===== src/design/acr_pkg.sv =====
`default_nettype none
// ----------------------------------------------------------------------------
// acr_pkg
// Shared types, constants and arithmetic step functions for the
// rectangle-versus-shape collision resolver.
// ----------------------------------------------------------------------------
package acr_pkg;

	localparam int CFG_IDX_W = 2;
	localparam logic [CFG_IDX_W-1:0] REG_RECT_LEFT   = 2'd0;
	localparam logic [CFG_IDX_W-1:0] REG_RECT_BOTTOM = 2'd1;
	localparam logic [CFG_IDX_W-1:0] REG_RECT_RIGHT  = 2'd2;
	localparam logic [CFG_IDX_W-1:0] REG_RECT_TOP    = 2'd3;

	// 0.0001 in Q16.16, rounded
	localparam int EPS_LSB = 7;

	localparam int QDEPTH = 4;
	localparam int QPTR_W = 2;
	localparam int QCNT_W = 3;

	localparam int SQ_STEPS  = 32;
	localparam int DIV_STEPS = 18;

	typedef struct packed {
		logic               shape_kind;
		logic signed [31:0] other_left;
		logic signed [31:0] other_bottom;
		logic signed [31:0] other_right;
		logic signed [31:0] other_top;
		logic signed [31:0] circle_x;
		logic signed [31:0] circle_y;
		logic        [30:0] circle_radius;
	} in_item_t;

	typedef struct packed {
		logic               collides;
		logic signed [31:0] push_x;
		logic signed [31:0] push_y;
	} out_item_t;

	// classified request, front end to back end
	typedef struct packed {
		logic               corner;
		logic               boxpass;
		logic               near_ok;
		logic               dxneg;
		logic               dyneg;
		logic               sh;
		logic        [30:0] rad;
		logic        [31:0] ax;
		logic        [31:0] ay;
		logic        [31:0] hx;
		logic        [31:0] hy;
		logic signed [35:0] px;
		logic signed [35:0] py;
	} job_t;

	typedef struct packed {
		logic [34:0] rem;
		logic [31:0] root;
	} sq_t;

	typedef struct packed {
		logic [47:0] rem;
		logic [17:0] q;
	} dv_t;

	function automatic logic signed [35:0] mag36(input logic signed [35:0] v);
		return v[35] ? -v : v;
	endfunction

	function automatic logic signed [33:0] mag34(input logic signed [33:0] v);
		return v[33] ? -v : v;
	endfunction

	// one result bit of a restoring square root
	function automatic sq_t sqrt_step(input sq_t s, input logic [1:0] pair);
		logic [34:0] acc;
		logic [34:0] trial;
		sq_t         o;
		acc   = {s.rem[32:0], pair};
		trial = {1'b0, s.root, 2'b01};
		if (acc >= trial) begin
			o.rem  = acc - trial;
			o.root = {s.root[30:0], 1'b1};
		end else begin
			o.rem  = acc;
			o.root = {s.root[30:0], 1'b0};
		end
		return o;
	endfunction

	// one quotient bit of a restoring divide, bit position j
	function automatic dv_t div_step(input dv_t s, input logic [32:0] dvsr, input int j);
		logic [50:0] dsh;
		dv_t         o;
		dsh = 51'(dvsr) << j;
		o   = s;
		if ({3'b000, s.rem} >= dsh) begin
			o.rem = s.rem - dsh[47:0];
			o.q   = s.q | (18'(1) << j);
		end
		return o;
	endfunction

	function automatic logic signed [31:0] sat38(input logic signed [37:0] v);
		if (v > 38'sd2147483647)
			return 32'sh7FFFFFFF;
		else if (v < -38'sd2147483648)
			return 32'sh80000000;
		else
			return signed'(v[31:0]);
	endfunction

endpackage
`default_nettype wire


===== src/design/acr_queue.sv =====
`default_nettype none
// ----------------------------------------------------------------------------
// acr_queue
// Short request queue between the classifier and the arithmetic back end.
// ----------------------------------------------------------------------------
module acr_queue (
	input  logic          clk,
	input  logic          arst_n,
	input  logic          push,
	input  acr_pkg::job_t wdata,
	output logic          full,
	output logic          valid,
	output acr_pkg::job_t rdata
);

	acr_pkg::job_t                     mem_q [acr_pkg::QDEPTH];
	logic [acr_pkg::QPTR_W-1:0]        wr_ptr_q, rd_ptr_q;
	logic [acr_pkg::QCNT_W-1:0]        cnt_q;
	logic                              pop;

	// back end never stalls: drain whenever something is queued
	assign pop   = cnt_q != '0;
	assign valid = pop;
	assign rdata = mem_q[rd_ptr_q];
	assign full  = cnt_q == acr_pkg::QCNT_W'(acr_pkg::QDEPTH);

	always_ff @(posedge clk or negedge arst_n) begin
		if (!arst_n) begin
			wr_ptr_q <= '0;
			rd_ptr_q <= '0;
			cnt_q    <= '0;
		end else begin
			if (push)
				wr_ptr_q <= wr_ptr_q + 1'b1;
			if (pop)
				rd_ptr_q <= rd_ptr_q + 1'b1;
			cnt_q <= cnt_q + acr_pkg::QCNT_W'(push) - acr_pkg::QCNT_W'(pop);
		end
	end

	always_ff @(posedge clk) begin
		if (push)
			mem_q[wr_ptr_q] <= wdata;
	end

endmodule
`default_nettype wire


===== config.mk =====
export PLATFORM = sky130hd
export DESIGN_NAME = acr_queue
export DESIGN_NICKNAME = d
export VERILOG_FILES = /design/src/design/acr_pkg.sv /design/src/design/acr_queue.sv
export SDC_FILE = /design/constraint.sdc
export NUM_CORES = 1
export LEC_CHECK = 0
export BUFFER_PORTS_ARGS = -buffer_cell sky130_fd_sc_hd__buf_2
export CAP_MARGIN = 10
export CORE_ASPECT_RATIO = 0.9
export CORE_MARGIN = 10
export CORE_UTILIZATION = 37
export DETAILED_ROUTE_END_ITERATION = 10
export GPL_TIMING_DRIVEN = 0
export PLACE_DENSITY = 0.65
export SLEW_MARGIN = 20
export SYNTH_ARGS = -nofsm -noshare
export SYNTH_HDL_FRONTEND = slang
export SYNTH_SLANG_ARGS = --single-unit
export TNS_END_PERCENT = 5

===== constraint.sdc =====
create_clock -name clk -period 15.79 [get_ports clk]
set_input_delay 2.3685 -clock clk [delete_from_list [all_inputs] [get_ports clk]]
set_output_delay 2.3685 -clock clk [all_outputs]
set_load 0.02 [all_outputs]

# Yosys cells after proc, flatten, opt, wreduce, memory -nomap -nowiden
# Memory sizes are Yosys's and may differ from the RTL's.
# Index checks and enable logic that the tools add are counted.
# classes
n_reduce_logical	1
n_addsub	4
muxes	2
n_eq_ne	1
# ops
cell	count
2-bit by 1-bit adder with 2-bit output, second input constant	2
3-bit by 1-bit adder with 3-bit output	1
3-bit equality test, second input constant	1
3-bit nonzero test	1
3-bit by 1-bit subtractor with 3-bit output	1
1-bit two-way mux	2
# totals
mem_bits_rw	948
mem_count	1
input_bits	240
ff_bits	7
output_inout_bits	239
word_cells	12
# mem_list
memory	depth	word_bits	rd	rd_clocked_by_memory_dff	write_ports	line_no	text
mem_q	4	237	1	0	1	acr_queue.sv:16	acr_pkg::job_t mem_q [acr_pkg::QDEPTH];

# Logic depth before layout (Yosys ltp)
# depth
word_depth	2
ltp_mapped	7

# Least setup slack after synthesis
# Ideal clock, no wire load.
# synth_timing
path_type	input-to-reg
startpoint	input port push
endpoint	memory mem_q[0][0] (netlist name) (enable)
t_required_ns	15.163
setup_time_ns	0.627
stages	1
path_slack_ns	7.433
arrival_ns	7.731
path_buffers	0
cell_sequence	and2_1
# synth_via
elab_chain_cells	2
# synth_lines
element	line_no	text
from (decl)	acr_queue.sv:9	input logic push,
1-bit two-way mux	acr_queue.sv:42	if (push)
1-bit two-way mux (implied by the code)	acr_queue.sv:43	mem_q[wr_ptr_q] <= wdata;
to (decl)	acr_queue.sv:16	
# Every way passes these cells.

==> results.json <==
{
  "synth_cells": 1272,
  "htreeDepth": 3,
  "cts-buffers-inserted": 97,
  "r2r-start": "wr_ptr_q[0]$_DFFE_PN0P_",
  "critical_path.endpoint_type": "primary output",
  "power_frac_clock": 0.259,
  "worst_slew_pin_slew_ps": 986,
  "start_kind": "flip-flop",
  "ys_warn_count": 0,
  "p_per_area_nw_per_um2": 197,
  "ant_nets": 0,
  "cts_max_path_buffers": 3,
  "swShare": 0.322,
  "clock-sinks": 955,
  "die-area_um2": 106000,
  "syn_avg_cell_area_um2": 27.2,
  "postLayoutCoreUtil": 0.454,
  "path_buf_inv": 3,
  "grt_pass1_wl_um": 112000,
  "crit_start": "rd_ptr_q[1]$_DFFE_PN0N_",
  "drive_above_1_share": 0.472,
  "seq_power_share": 0.410,
  "final-setup-viol-count": 0,
  "synth-compound-area-share": 0.000361,
  "met3_length_um": 6710,
  "gr-total-overflow": 0,
  "status": "finished clean",
  "cap_violations": 0,
  "fin_tns_setup_ps": 0,
  "highest_layer": "met5",
  "syn_nets": 1519,
  "timing.fmax_mhz": 190,
  "reg2reg_to": "mem_q[2][122]$_DFFE_PP_",
  "p_comb_frac": 0.332,
  "r2r_setup_slack_ps": 13190,
  "hp-start": "wr_ptr_q[0]$_DFFE_PN0P_",
  "slew-limit-headroom": 0.343,
  "die_w_um": 342,
  "synth_top_family_by_area": "multiplexers",
  "cts_repair_resize_count": 0,
  "p_int_uw": 5620,
  "synthTopCellsByArea": "edfxtp_1, mux4_2, buf_6",
  "detail_route.wl_per_cell_um": 23.8,
  "place_congestion": 0.744,
  "reg2reg_depth": 6,
  "hold_path.class": "flip-flop to flip-flop",
  "power.leakage_uw": 0.0143,
  "drt_iter0_drc": 1085,
  "finalWirelength_um": 76100,
  "pin_count": 479,
  "synth_fa_ha_area_frac": 0.00275,
  "synth_area_um2": 34600,
  "synth.distinct_cells": 18,
  "rows": 106,
  "routed-wl-met2_um": 38400,
  "synth.area.mux_share": 0.154,
  "grt_max_degree": 46,
  "place_area_um2": 39100,
  "yosys.area_share.simple": 0.00119,
  "fp.dieH_um": 310,
  "clock_tree.root_cell": "clkbuf_16",
  "first_pass_iters": 4,
  "rsz0062_at_grt": "no",
  "crit_path_max_fanout": 10,
  "arrival_ps": 2880,
  "post_cts_buffers": 0,
  "slew_viol_final": 0,
  "yosysTopAreaCell": "edfxtp_1",
  "worst_path_max_delay_cell": "clkbuf_1",
  "cts_tree": "done",
  "fin_worst_skew_ps": 34.3,
  "clkTransAtPathRegs_ps": 60,
  "holdPathEnd": "wr_ptr_q[0]$_DFFE_PN0P_",
  "min_path_cells": 1,
  "area_growth_pct": 21.7,
  "ys_ff_latch": 955,
  "hold_buffers": 0,
  "hpwl_um": 52100,
  "met1_length_um": 29200,
  "core-area_um2": 92800,
  "cpMostUsedCell": "buf_2",
  "final_area_um2": 42100,
  "via_count": 15600,
  "ys_seq_area_frac": 0.827,
  "worstSkewPairLatency_ps": 640,
  "crit_required_ps": 13420,
  "port_buffers": 478,
  "critical_path_class": "flip-flop to primary output",
  "cp_top_family": "buffers and inverters",
  "period_share": 0.333,
  "power_switching_uw": 2670,
  "synth_top_area_share": 0.822,
  "start_util": 0.373,
  "nFillCells": 7769,
  "min_period_ps": 5250,
  "hold_viol": 0,
  "crit_path_max_incr_delay_ps": 730,
  "ir_drop_uv": 121,
  "grt.total_usage": 0.140,
  "antenna_found_initial": 25,
  "viasPerCell": 4.89,
  "drcViolationCount": 0,
  "grt_pass1_vias": 16900,
  "nets": 2116,
  "synth_xor_area_frac": 0.00127,
  "path_cells": "clkbuf_1 -> buf_2 -> mux4_2 -> buf_2"
}
through the flow:
| stage | instances | total power, uW | setup slack, ps | hold WS [ps] |
|---|---|---|---|---|
| CTS | 3186 | 8460 | 10230 | 550 |
| global route | 3190 | 8700 | 10140 | 579 |
| floorplan | 1272 | 5340 | 7430 | 494 |
| global placement | 2992 | 6400 | 2770 | 510 |
| detailed placement | 3012 | 6290 | 10960 | 535 |
| finish | 3194 | 8300 | 10540 | 541 |
cells in the mapped netlist (all sizes together):
cell    number
edfxtp     948
ha           6
o21ai        1
xor2         2
inv          6
and3         1
o31ai        1
and2         4
or3          1
fa           1
clkbuf       3
nand2        1
dfrtp        7
xnor2        3
mux4       237
buf         50
layout make-up:
class | count | area (um^2) | area share
multi-input combinational | 258 | 5540 | 0.132
clock inverter | 56 | 480 | 0.0114
sequential | 955 | 28600 | 0.680
tap | 1242 | 1550 | 0.0369
timing repair buffer | 498 | 2940 | 0.0699
antenna | 8 | 20.0 | 0.000475
clock buffer | 118 | 2510 | 0.0595
inverter | 6 | 22.5 | 0.000535
buffer | 53 | 422 | 0.0100
metal layers:
| layer | global-route usage | vias up |
|---|---|---|
| met2 | 0.233 | 490 |
| met1 | 0.170 | 8189 |
| met4 | 0.0396 | 36 |
| li1 | - | 6768 |
| met5 | 0 | - |
| met3 | 0.0543 | 138 |
sequential cells by signal, summed over array words and instances (netlist names):
register	cells
cnt_q	3
mem_q	948
rd_ptr_q	2
wr_ptr_q	2
cells in the final DEF, fill, tap and decap left out, types with 2 or more instances in the layout:
cell type / instances
inv_6: 6
dfrtp_1: 7
diode_2: 8
inv_1: 6
buf_6: 24
buf_2: 503
buf_16: 20
xor2_1: 2
edfxtp_1: 948
xnor2_1: 3
mux4_2: 237
bufinv_16: 6
and2_4: 4
ha_1: 6
clkinv_2: 15
clkbuf_16: 97
clkinv_1: 24
clkbuf_1: 24
power groups by stage:
stage	clock network [uW]	logic [uW]	registers, uW
6_report	2150	2750	3400
5_1_grt	2320	2950	3430
4_1_cts	2210	2850	3400
3_5_place_dp	0	2830	3460
3_3_place_gp	0	2730	3670
2_1_floorplan	0	1790	3550
worst max-delay path by stage:
stage | endpoint | slack [ps] | depth (start not counted)
CTS | rdata[131] | 10230 | 4
global route | rdata[131] | 10140 | 4
global placement | mem_q[2][114]$_DFFE_PP_ | 2770 | 2
floorplan | mem_q[0][0]$_DFFE_PP_ | 7430 | 1
detailed placement | rdata[131] | 10960 | 4
finish | rdata[131] | 10540 | 4
cells by family (layout without fill, tap and decap cells):
| kind of cell | Yosys count | count (layout) |
|---|---|---|
| compound gates | 2 | 2 |
| buf+inv | 59 | 731 |
| xor+xnor | 5 | 5 |
| flops | 955 | 955 |
| other cells | 0 | 8 |
| mux | 237 | 237 |
| simple gates | 7 | 7 |
| fa+ha+maj | 7 | 7 |
worst reg2reg max path: stages, from the launching register on:
cell     delay, ps
dfrtp_1        420
inv_1          110
ha_1           150
and2_4         570
buf_16         320
buf_16         300
buf_16         340
Note: power is estimated with default switching activity, not from simulation.
