<file path="src/design/acr_pkg.sv">
`default_nettype none
// ----------------------------------------------------------------------------
// acr_pkg
// Shared types, constants and arithmetic step functions for the
// rectangle-versus-shape collision resolver.
// ----------------------------------------------------------------------------
package acr_pkg;

	localparam int CFG_IDX_W = 2;
	localparam logic [CFG_IDX_W-1:0] REG_RECT_LEFT   = 2'd0;
	localparam logic [CFG_IDX_W-1:0] REG_RECT_BOTTOM = 2'd1;
	localparam logic [CFG_IDX_W-1:0] REG_RECT_RIGHT  = 2'd2;
	localparam logic [CFG_IDX_W-1:0] REG_RECT_TOP    = 2'd3;

	// 0.0001 in Q16.16, rounded
	localparam int EPS_LSB = 7;

	localparam int QDEPTH = 4;
	localparam int QPTR_W = 2;
	localparam int QCNT_W = 3;

	localparam int SQ_STEPS  = 32;
	localparam int DIV_STEPS = 18;

	typedef struct packed {
		logic               shape_kind;
		logic signed [31:0] other_left;
		logic signed [31:0] other_bottom;
		logic signed [31:0] other_right;
		logic signed [31:0] other_top;
		logic signed [31:0] circle_x;
		logic signed [31:0] circle_y;
		logic        [30:0] circle_radius;
	} in_item_t;

	typedef struct packed {
		logic               collides;
		logic signed [31:0] push_x;
		logic signed [31:0] push_y;
	} out_item_t;

	// classified request, front end to back end
	typedef struct packed {
		logic               corner;
		logic               boxpass;
		logic               near_ok;
		logic               dxneg;
		logic               dyneg;
		logic               sh;
		logic        [30:0] rad;
		logic        [31:0] ax;
		logic        [31:0] ay;
		logic        [31:0] hx;
		logic        [31:0] hy;
		logic signed [35:0] px;
		logic signed [35:0] py;
	} job_t;

	typedef struct packed {
		logic [34:0] rem;
		logic [31:0] root;
	} sq_t;

	typedef struct packed {
		logic [47:0] rem;
		logic [17:0] q;
	} dv_t;

	function automatic logic signed [35:0] mag36(input logic signed [35:0] v);
		return v[35] ? -v : v;
	endfunction

	function automatic logic signed [33:0] mag34(input logic signed [33:0] v);
		return v[33] ? -v : v;
	endfunction

	// one result bit of a restoring square root
	function automatic sq_t sqrt_step(input sq_t s, input logic [1:0] pair);
		logic [34:0] acc;
		logic [34:0] trial;
		sq_t         o;
		acc   = {s.rem[32:0], pair};
		trial = {1'b0, s.root, 2'b01};
		if (acc >= trial) begin
			o.rem  = acc - trial;
			o.root = {s.root[30:0], 1'b1};
		end else begin
			o.rem  = acc;
			o.root = {s.root[30:0], 1'b0};
		end
		return o;
	endfunction

	// one quotient bit of a restoring divide, bit position j
	function automatic dv_t div_step(input dv_t s, input logic [32:0] dvsr, input int j);
		logic [50:0] dsh;
		dv_t         o;
		dsh = 51'(dvsr) << j;
		o   = s;
		if ({3'b000, s.rem} >= dsh) begin
			o.rem = s.rem - dsh[47:0];
			o.q   = s.q | (18'(1) << j);
		end
		return o;
	endfunction

	function automatic logic signed [31:0] sat38(input logic signed [37:0] v);
		if (v > 38'sd2147483647)
			return 32'sh7FFFFFFF;
		else if (v < -38'sd2147483648)
			return 32'sh80000000;
		else
			return signed'(v[31:0]);
	endfunction

endpackage
`default_nettype wire

</file>
<file path="src/design/acr_front.sv">
`default_nettype none
// ----------------------------------------------------------------------------
// acr_front
// Classifies one request: box test, strip test, axis push and the corner
// distance terms handed to the back end.
// ----------------------------------------------------------------------------
module acr_front (
	input  acr_pkg::in_item_t  item,
	input  logic signed [31:0] rect_left,
	input  logic signed [31:0] rect_bottom,
	input  logic signed [31:0] rect_right,
	input  logic signed [31:0] rect_top,
	output acr_pkg::job_t      job
);

	logic signed [33:0] cx, cy, rad_w, l, b, r, t, rl, rb, rr, rt, eps;
	logic signed [33:0] dlx, drx, dby, dty, dx, dy, adx, ady;
	logic signed [35:0] x0, xa, xs, y0, ya, ys;
	logic               strip;
	logic        [31:0] ax, ay;
	logic               sh;

	assign cx    = 34'(item.circle_x);
	assign cy    = 34'(item.circle_y);
	assign rad_w = signed'({3'b000, item.circle_radius});
	assign rl    = 34'(rect_left);
	assign rb    = 34'(rect_bottom);
	assign rr    = 34'(rect_right);
	assign rt    = 34'(rect_top);
	assign eps   = 34'(acr_pkg::EPS_LSB);

	assign l = item.shape_kind ? cx - rad_w : 34'(item.other_left);
	assign b = item.shape_kind ? cy - rad_w : 34'(item.other_bottom);
	assign r = item.shape_kind ? cx + rad_w : 34'(item.other_right);
	assign t = item.shape_kind ? cy + rad_w : 34'(item.other_top);

	// smaller signed overlap per axis, then keep only one axis
	assign x0 = 36'(rr) - 36'(l);
	assign xa = 36'(rl) - 36'(r);
	assign xs = (acr_pkg::mag36(xa) < x0) ? xa : x0;
	assign y0 = 36'(rb) - 36'(t);
	assign ya = 36'(rt) - 36'(b);
	assign ys = (ya < acr_pkg::mag36(y0)) ? ya : y0;

	assign strip = (cx > rl - eps && cx < rr + eps) || (cy > rb - eps && cy < rt + eps);

	// nearest corner, max border on a tie
	assign dlx = cx - rl;
	assign drx = cx - rr;
	assign dby = cy - rb;
	assign dty = cy - rt;
	assign dx  = (acr_pkg::mag34(dlx) < acr_pkg::mag34(drx)) ? dlx : drx;
	assign dy  = (acr_pkg::mag34(dby) < acr_pkg::mag34(dty)) ? dby : dty;
	assign adx = acr_pkg::mag34(dx);
	assign ady = acr_pkg::mag34(dy);
	assign ax  = adx[31:0];
	assign ay  = ady[31:0];
	assign sh  = ax[31] | ay[31];

	always_comb begin
		job.corner  = item.shape_kind & ~strip;
		job.boxpass = !(r < rl || l > rr || t < rb || b > rt);
		job.near_ok = (ax < {1'b0, item.circle_radius}) && (ay < {1'b0, item.circle_radius});
		job.dxneg   = dx[33];
		job.dyneg   = dy[33];
		job.sh      = sh;
		job.rad     = item.circle_radius;
		job.ax      = ax;
		job.ay      = ay;
		job.hx      = sh ? {1'b0, ax[31:1]} : ax;
		job.hy      = sh ? {1'b0, ay[31:1]} : ay;
		if (acr_pkg::mag36(ys) > acr_pkg::mag36(xs)) begin
			job.px = xs;
			job.py = '0;
		end else begin
			job.px = '0;
			job.py = ys;
		end
	end

endmodule
`default_nettype wire

</file>
<file path="config.mk">
export PLATFORM = sky130hd
export DESIGN_NAME = acr_front
export DESIGN_NICKNAME = d
export VERILOG_FILES = /design/src/design/acr_pkg.sv /design/src/design/acr_front.sv
export SDC_FILE = /design/constraint.sdc
export NUM_CORES = 2
export LEC_CHECK = 0
export BUFFER_PORTS_ARGS = -buffer_cell sky130_fd_sc_hd__buf_2
export CAP_MARGIN = 15
export CORE_MARGIN = 10
export CORE_UTILIZATION = 40
export DETAILED_ROUTE_END_ITERATION = 8
export PLACE_DENSITY = 0.56
export SLEW_MARGIN = 20
export SYNTH_ARGS = -nofsm -noshare
export SYNTH_HDL_FRONTEND = slang
export SYNTH_SLANG_ARGS = --single-unit
</file>
<file path="constraint.sdc">
create_clock -name vclk -period 27.4
set_input_delay 5.48 -clock vclk [all_inputs]
set_output_delay 5.48 -clock vclk [all_outputs]
set_load 0.01 [all_outputs]
</file>
Word level (Yosys, flattened, before mapping)
Index checks and enable logic that the tools add are counted.
Storage, ports and cells
  output and inout bits: 237
  word-level logic and storage cells: 73
  flip-flop bits (word level): 0
  input bits: 352
Cells by class
  reduce and logical (&&, ||, !) cells: 8
  $lt $le $gt $ge: 15
  bitwise operators: 3
  $add $sub $neg: 26
  multiplexer cells: 21
Operators by type and width (count)
  34-bit 2-to-1 mux: 10
  36-bit 2-to-1 mux: 6
  32-bit by 32-bit subtractor with 33-bit output: 6
  32-bit by 34-bit subtractor with 35-bit output: 4
  33-bit negator with 34-bit output: 4
  32-bit 2-to-1 mux: 4
  72-bit 2-to-1 mux: 1
  35-bit negator with 36-bit output: 2
  36-bit negator: 2
  34-bit by 32-bit > comparator with 1-bit output: 2
  34-bit by 32-bit < comparator with 1-bit output: 2
  34-bit < comparator: 2
  32-bit by 32-bit adder with 33-bit output: 2
  32-bit by 4-bit adder with 33-bit output (second input constant): 2
  32-bit by 33-bit > comparator with 1-bit output: 2
  32-bit by 33-bit < comparator with 1-bit output: 2
  32-bit by 4-bit subtractor with 33-bit output (second input constant): 2
  32-bit by 31-bit < comparator with 1-bit output: 2
  32-bit negator: 2
  36-bit > comparator: 1
  35-bit by 36-bit < comparator with 1-bit output: 1
  36-bit by 35-bit < comparator with 1-bit output: 1
  1-bit logical OR: 4
  1-bit logical AND: 3
  4 further kinds: 4

Longest topological paths before layout
  depth in word-level cells: 11
  gate-level depth with buffers: 70
  mapped depth without buffers: 61

Worst setup path before layout
Ideal clock, no wire load.
  path type: input port to output port
  from: input item[1] (netlist bit)
  to: output job[35] (netlist bit)
  stages: 69
  buffers on the path: 9
  required time: 21.920 ns
  data arrival time: 18.391 ns
  path slack: 3.529 ns
  path through: inv_1 -> fa_1 -> o21ba_2 -> o21ai_0 -> a21oi_1 -> o21ai_0 -> a211oi_1 -> nor2_1 -> a21oi_1 -> o21ai_0 -> a21oi_1 -> nor2_1 -> nor2_1 -> xnor2_1 -> nor2_1 -> a21oi_1 -> ha_1 -> clkbuf_1 -> [33 not listed] -> nand3b_1 -> nor2b_1 -> and3b_1 -> nor2_1 -> xnor2_1 -> ha_1 -> a21o_1 -> a21oi_1 -> nor2b_1 -> o21ai_0 -> nand2b_1 -> a21oi_1 -> nand4_1 -> and3_1 -> clkbuf_1 -> clkbuf_1 -> nor2_1 -> buf_4
RTL lines
  start, declared: line acr_front.sv:8  | input acr_pkg::in_item_t item,
  end, declared: line acr_front.sv:13  | output acr_pkg::job_t job

==> results by group <==
Run status
  • Status: finished, final reports clean

Timing
  • Measured slew at the worst slew-check pin: 1.188 ns
  • Final Max Slew Viols: 0
  • Setup violations, final: 0
  • RSZ-0062 raised after global routing: false
  • Fin crit share: 88.55%
  • Minimum clock period: 24.26 ns
  • Slew margin rel.: 20.79%
  • Hold slack: 11.28 ns
  • Final Hold Viols: 0
  • Final TNS setup: 0 ns
  • Max Fclk: 41.22 MHz

Placement
  • DP Area: around 46000 µm²
  • GPL Wtd Cong: approximately 1
  • DP HPWL: 183000 µm
  • Port bufs: 587

Routing
  • Routed vias: 48194
  • DRT antenna net count: 0
  • Detailed router's first-iteration violation count: 4971
  • Pre-antenna DRT Iters: 5
  • WL final: 208300 µm
  • Vias per cell: 6.053
  • Wire per inst: 26.17 µm
  • DRC Markers: 0

Finish
  • FF+latch count: 0
  • Fillers: between 10000 and 15000
  • Fraction of layout cells with a size suffix above 1: between 10% and 20%
  • Util after Layout: 44.29%
  • Layout area overhead: 9.832%
  • Register Area: 0 µm²
  • Fin nets: 7674
  • CLK BUF: 0
  • Design area: 45900 µm²

Floorplanning
  • Die height: between 300 and 400 µm
  • Floorplan row count: between 100 and 150
  • Core ar.: about 100000 µm²
  • Die ar.: 117800 µm²
  • Initial Utilization: 40.32%
  • Chip width: between 300 and 400 µm
  • Boundary Pins: slightly below 600

Clock network
  • Cts hold-fix bufs: 0
  • Post_cts resized: 0
  • Setup Buffers After CTS: 0

Power
  • Power per cell area: 78.95 nW/µm²
  • VDD IR-drop max: between 0.1 and 0.15 mV
  • Power, Total: 0.003624 W
  • Pleak: 21.55 nW

Global route
  • Number of antenna violations at the first check in global routing: 64
  • First-pass GRT wire length: 293200 µm
  • Largest net degree at the start of global routing: 70
  • GRT Total Usage: approximately a third
  • Grt ovf: 0
  • Vias in the first global route: 44001

Worst setup path
  • Crit start category: input port
  • Max FO, Critical Path: 36
  • Worst EP arrival: 18.78 ns
  • Setup Crit Path Kind: in2out
  • CP Capture Type: output port
  • Worst endpoint required time: 21.92 ns
  • Slowest stage delay, CP: 0.54 ns
  • CP dominant cell by count: a21oi_1
  • Crit-path slowest cell: a221oi_1

Yosys
  • Mapped Area: 41790 µm²
  • Synth area leaders: ha_1 (23%), xnor2_1 (11%), a21oi_1 (7.4%)
  • Yosys top cell area share: 22.84%
  • Seq/Total Area, Yosys: 0%
  • Yosys warning total: 0
  • Synth Instances: 6146
  • Yosys cell types: 98
  • Syn_area_per_cell: 6.800 µm²
  • Cell taking the most area after synthesis: ha_1

Hold path
  • Worst min path class: in2out

Job
  • MaxCap Viol Count: 0
==> final timing paths <==
path / startpoint / endpoint / slack [ns] / cells past startpoint
setup / recovery: item[0] / job[2] / 3.14 / 64
hold / removal: item[1] / job[201] / 11.28 / 2
==> stage by stage <==
step | cells | worst slack [ns]
after global routing | 7949 | 1.937
after floorplan | 6158 | 3.529
after CTS | 7925 | 3.180
after global placement | 7925 | 3.355
after detailed placement | 7925 | 3.197
final | 7962 | 3.138
==> cell usage after synthesis (all sizes together) (156+ instances only) <==
library cell  number
nand2            401
xnor2            513
o21ai            433
nor2             597
mux2i            156
a21oi            617
clkbuf           162
inv              424
nor3             160
ha               763
a21o             186
xor2             221
==> placed cells by master (no fill, tap or decap), types with 104 or more instances in the layout <==
cell type / Yosys / layout
a21oi_1: 616 / 615
nand4_1: 126 / 126
o21ai_0: 427 / 427
nor2b_1: 104 / 104
xnor2_1: 512 / 511
nor2_1: 597 / 595
ha_1: 763 / 763
xor2_1: 221 / 219
inv_1: 424 / 424
a21o_1: 186 / 186
nand3_1: 131 / 131
buf_2: 7 / 586
nand2_1: 401 / 401
mux2i_1: 156 / 156
nor3_1: 159 / 159
==> final cells by class <==
cell class | instances | area, µm² | area share [%]
multi-input combinational | 5498 | 39280 | 85.58
timing repair buffer | 622 | 3203 | 6.978
tap | 1380 | 1727 | 3.762
inverter | 425 | 1597 | 3.478
antenna | 37 | 92.59 | 0.2017
==> logic make-up after synthesis <==
logic type	after synthesis	share of synthesized area (%)
muxes	178	4.374
adders and majority gates	775	23.42
xor gates and xnor gates	734	15.40
and+or+nand+nor	1960	23.15
buffers and inverters	660	6.353
AOI/OAI and AO/OA	1837	27.29
other	2	0.01797
==> metal layers <==
| metal | up-vias | global-route usage (%) | wire (µm) |
|---|---|---|---|
| li1 | 23053 | - | - |
| met1 | 22580 | 46.18 | 92220 |
| met2 | 2197 | 48.29 | 84320 |
| met3 | 332 | 5.299 | 19750 |
| met4 | 32 | 15.81 | 11840 |
| met5 | - | 0 | 202 |
==> power by group <==
part / switching (W) / total, W / internal, W
logic: 0.00232 / 0.00362 / 0.00130
registers: 0 / 0 / 0
clock network: 0 / 0.000000000145 / 0.000000000145
==> critical path: cells and delay by family <==
family / cells / cell delay (ns)
AO/OA/AOI/OAI: 30 / 6.24
XOR/XNOR: 3 / 0.45
adder cells (fa/ha/maj): 6 / 2.00
buffers and inverters: 4 / 0.79
AND/OR/NAND/NOR: 21 / 3.79
Note: power is estimated with default switching activity, not from simulation.
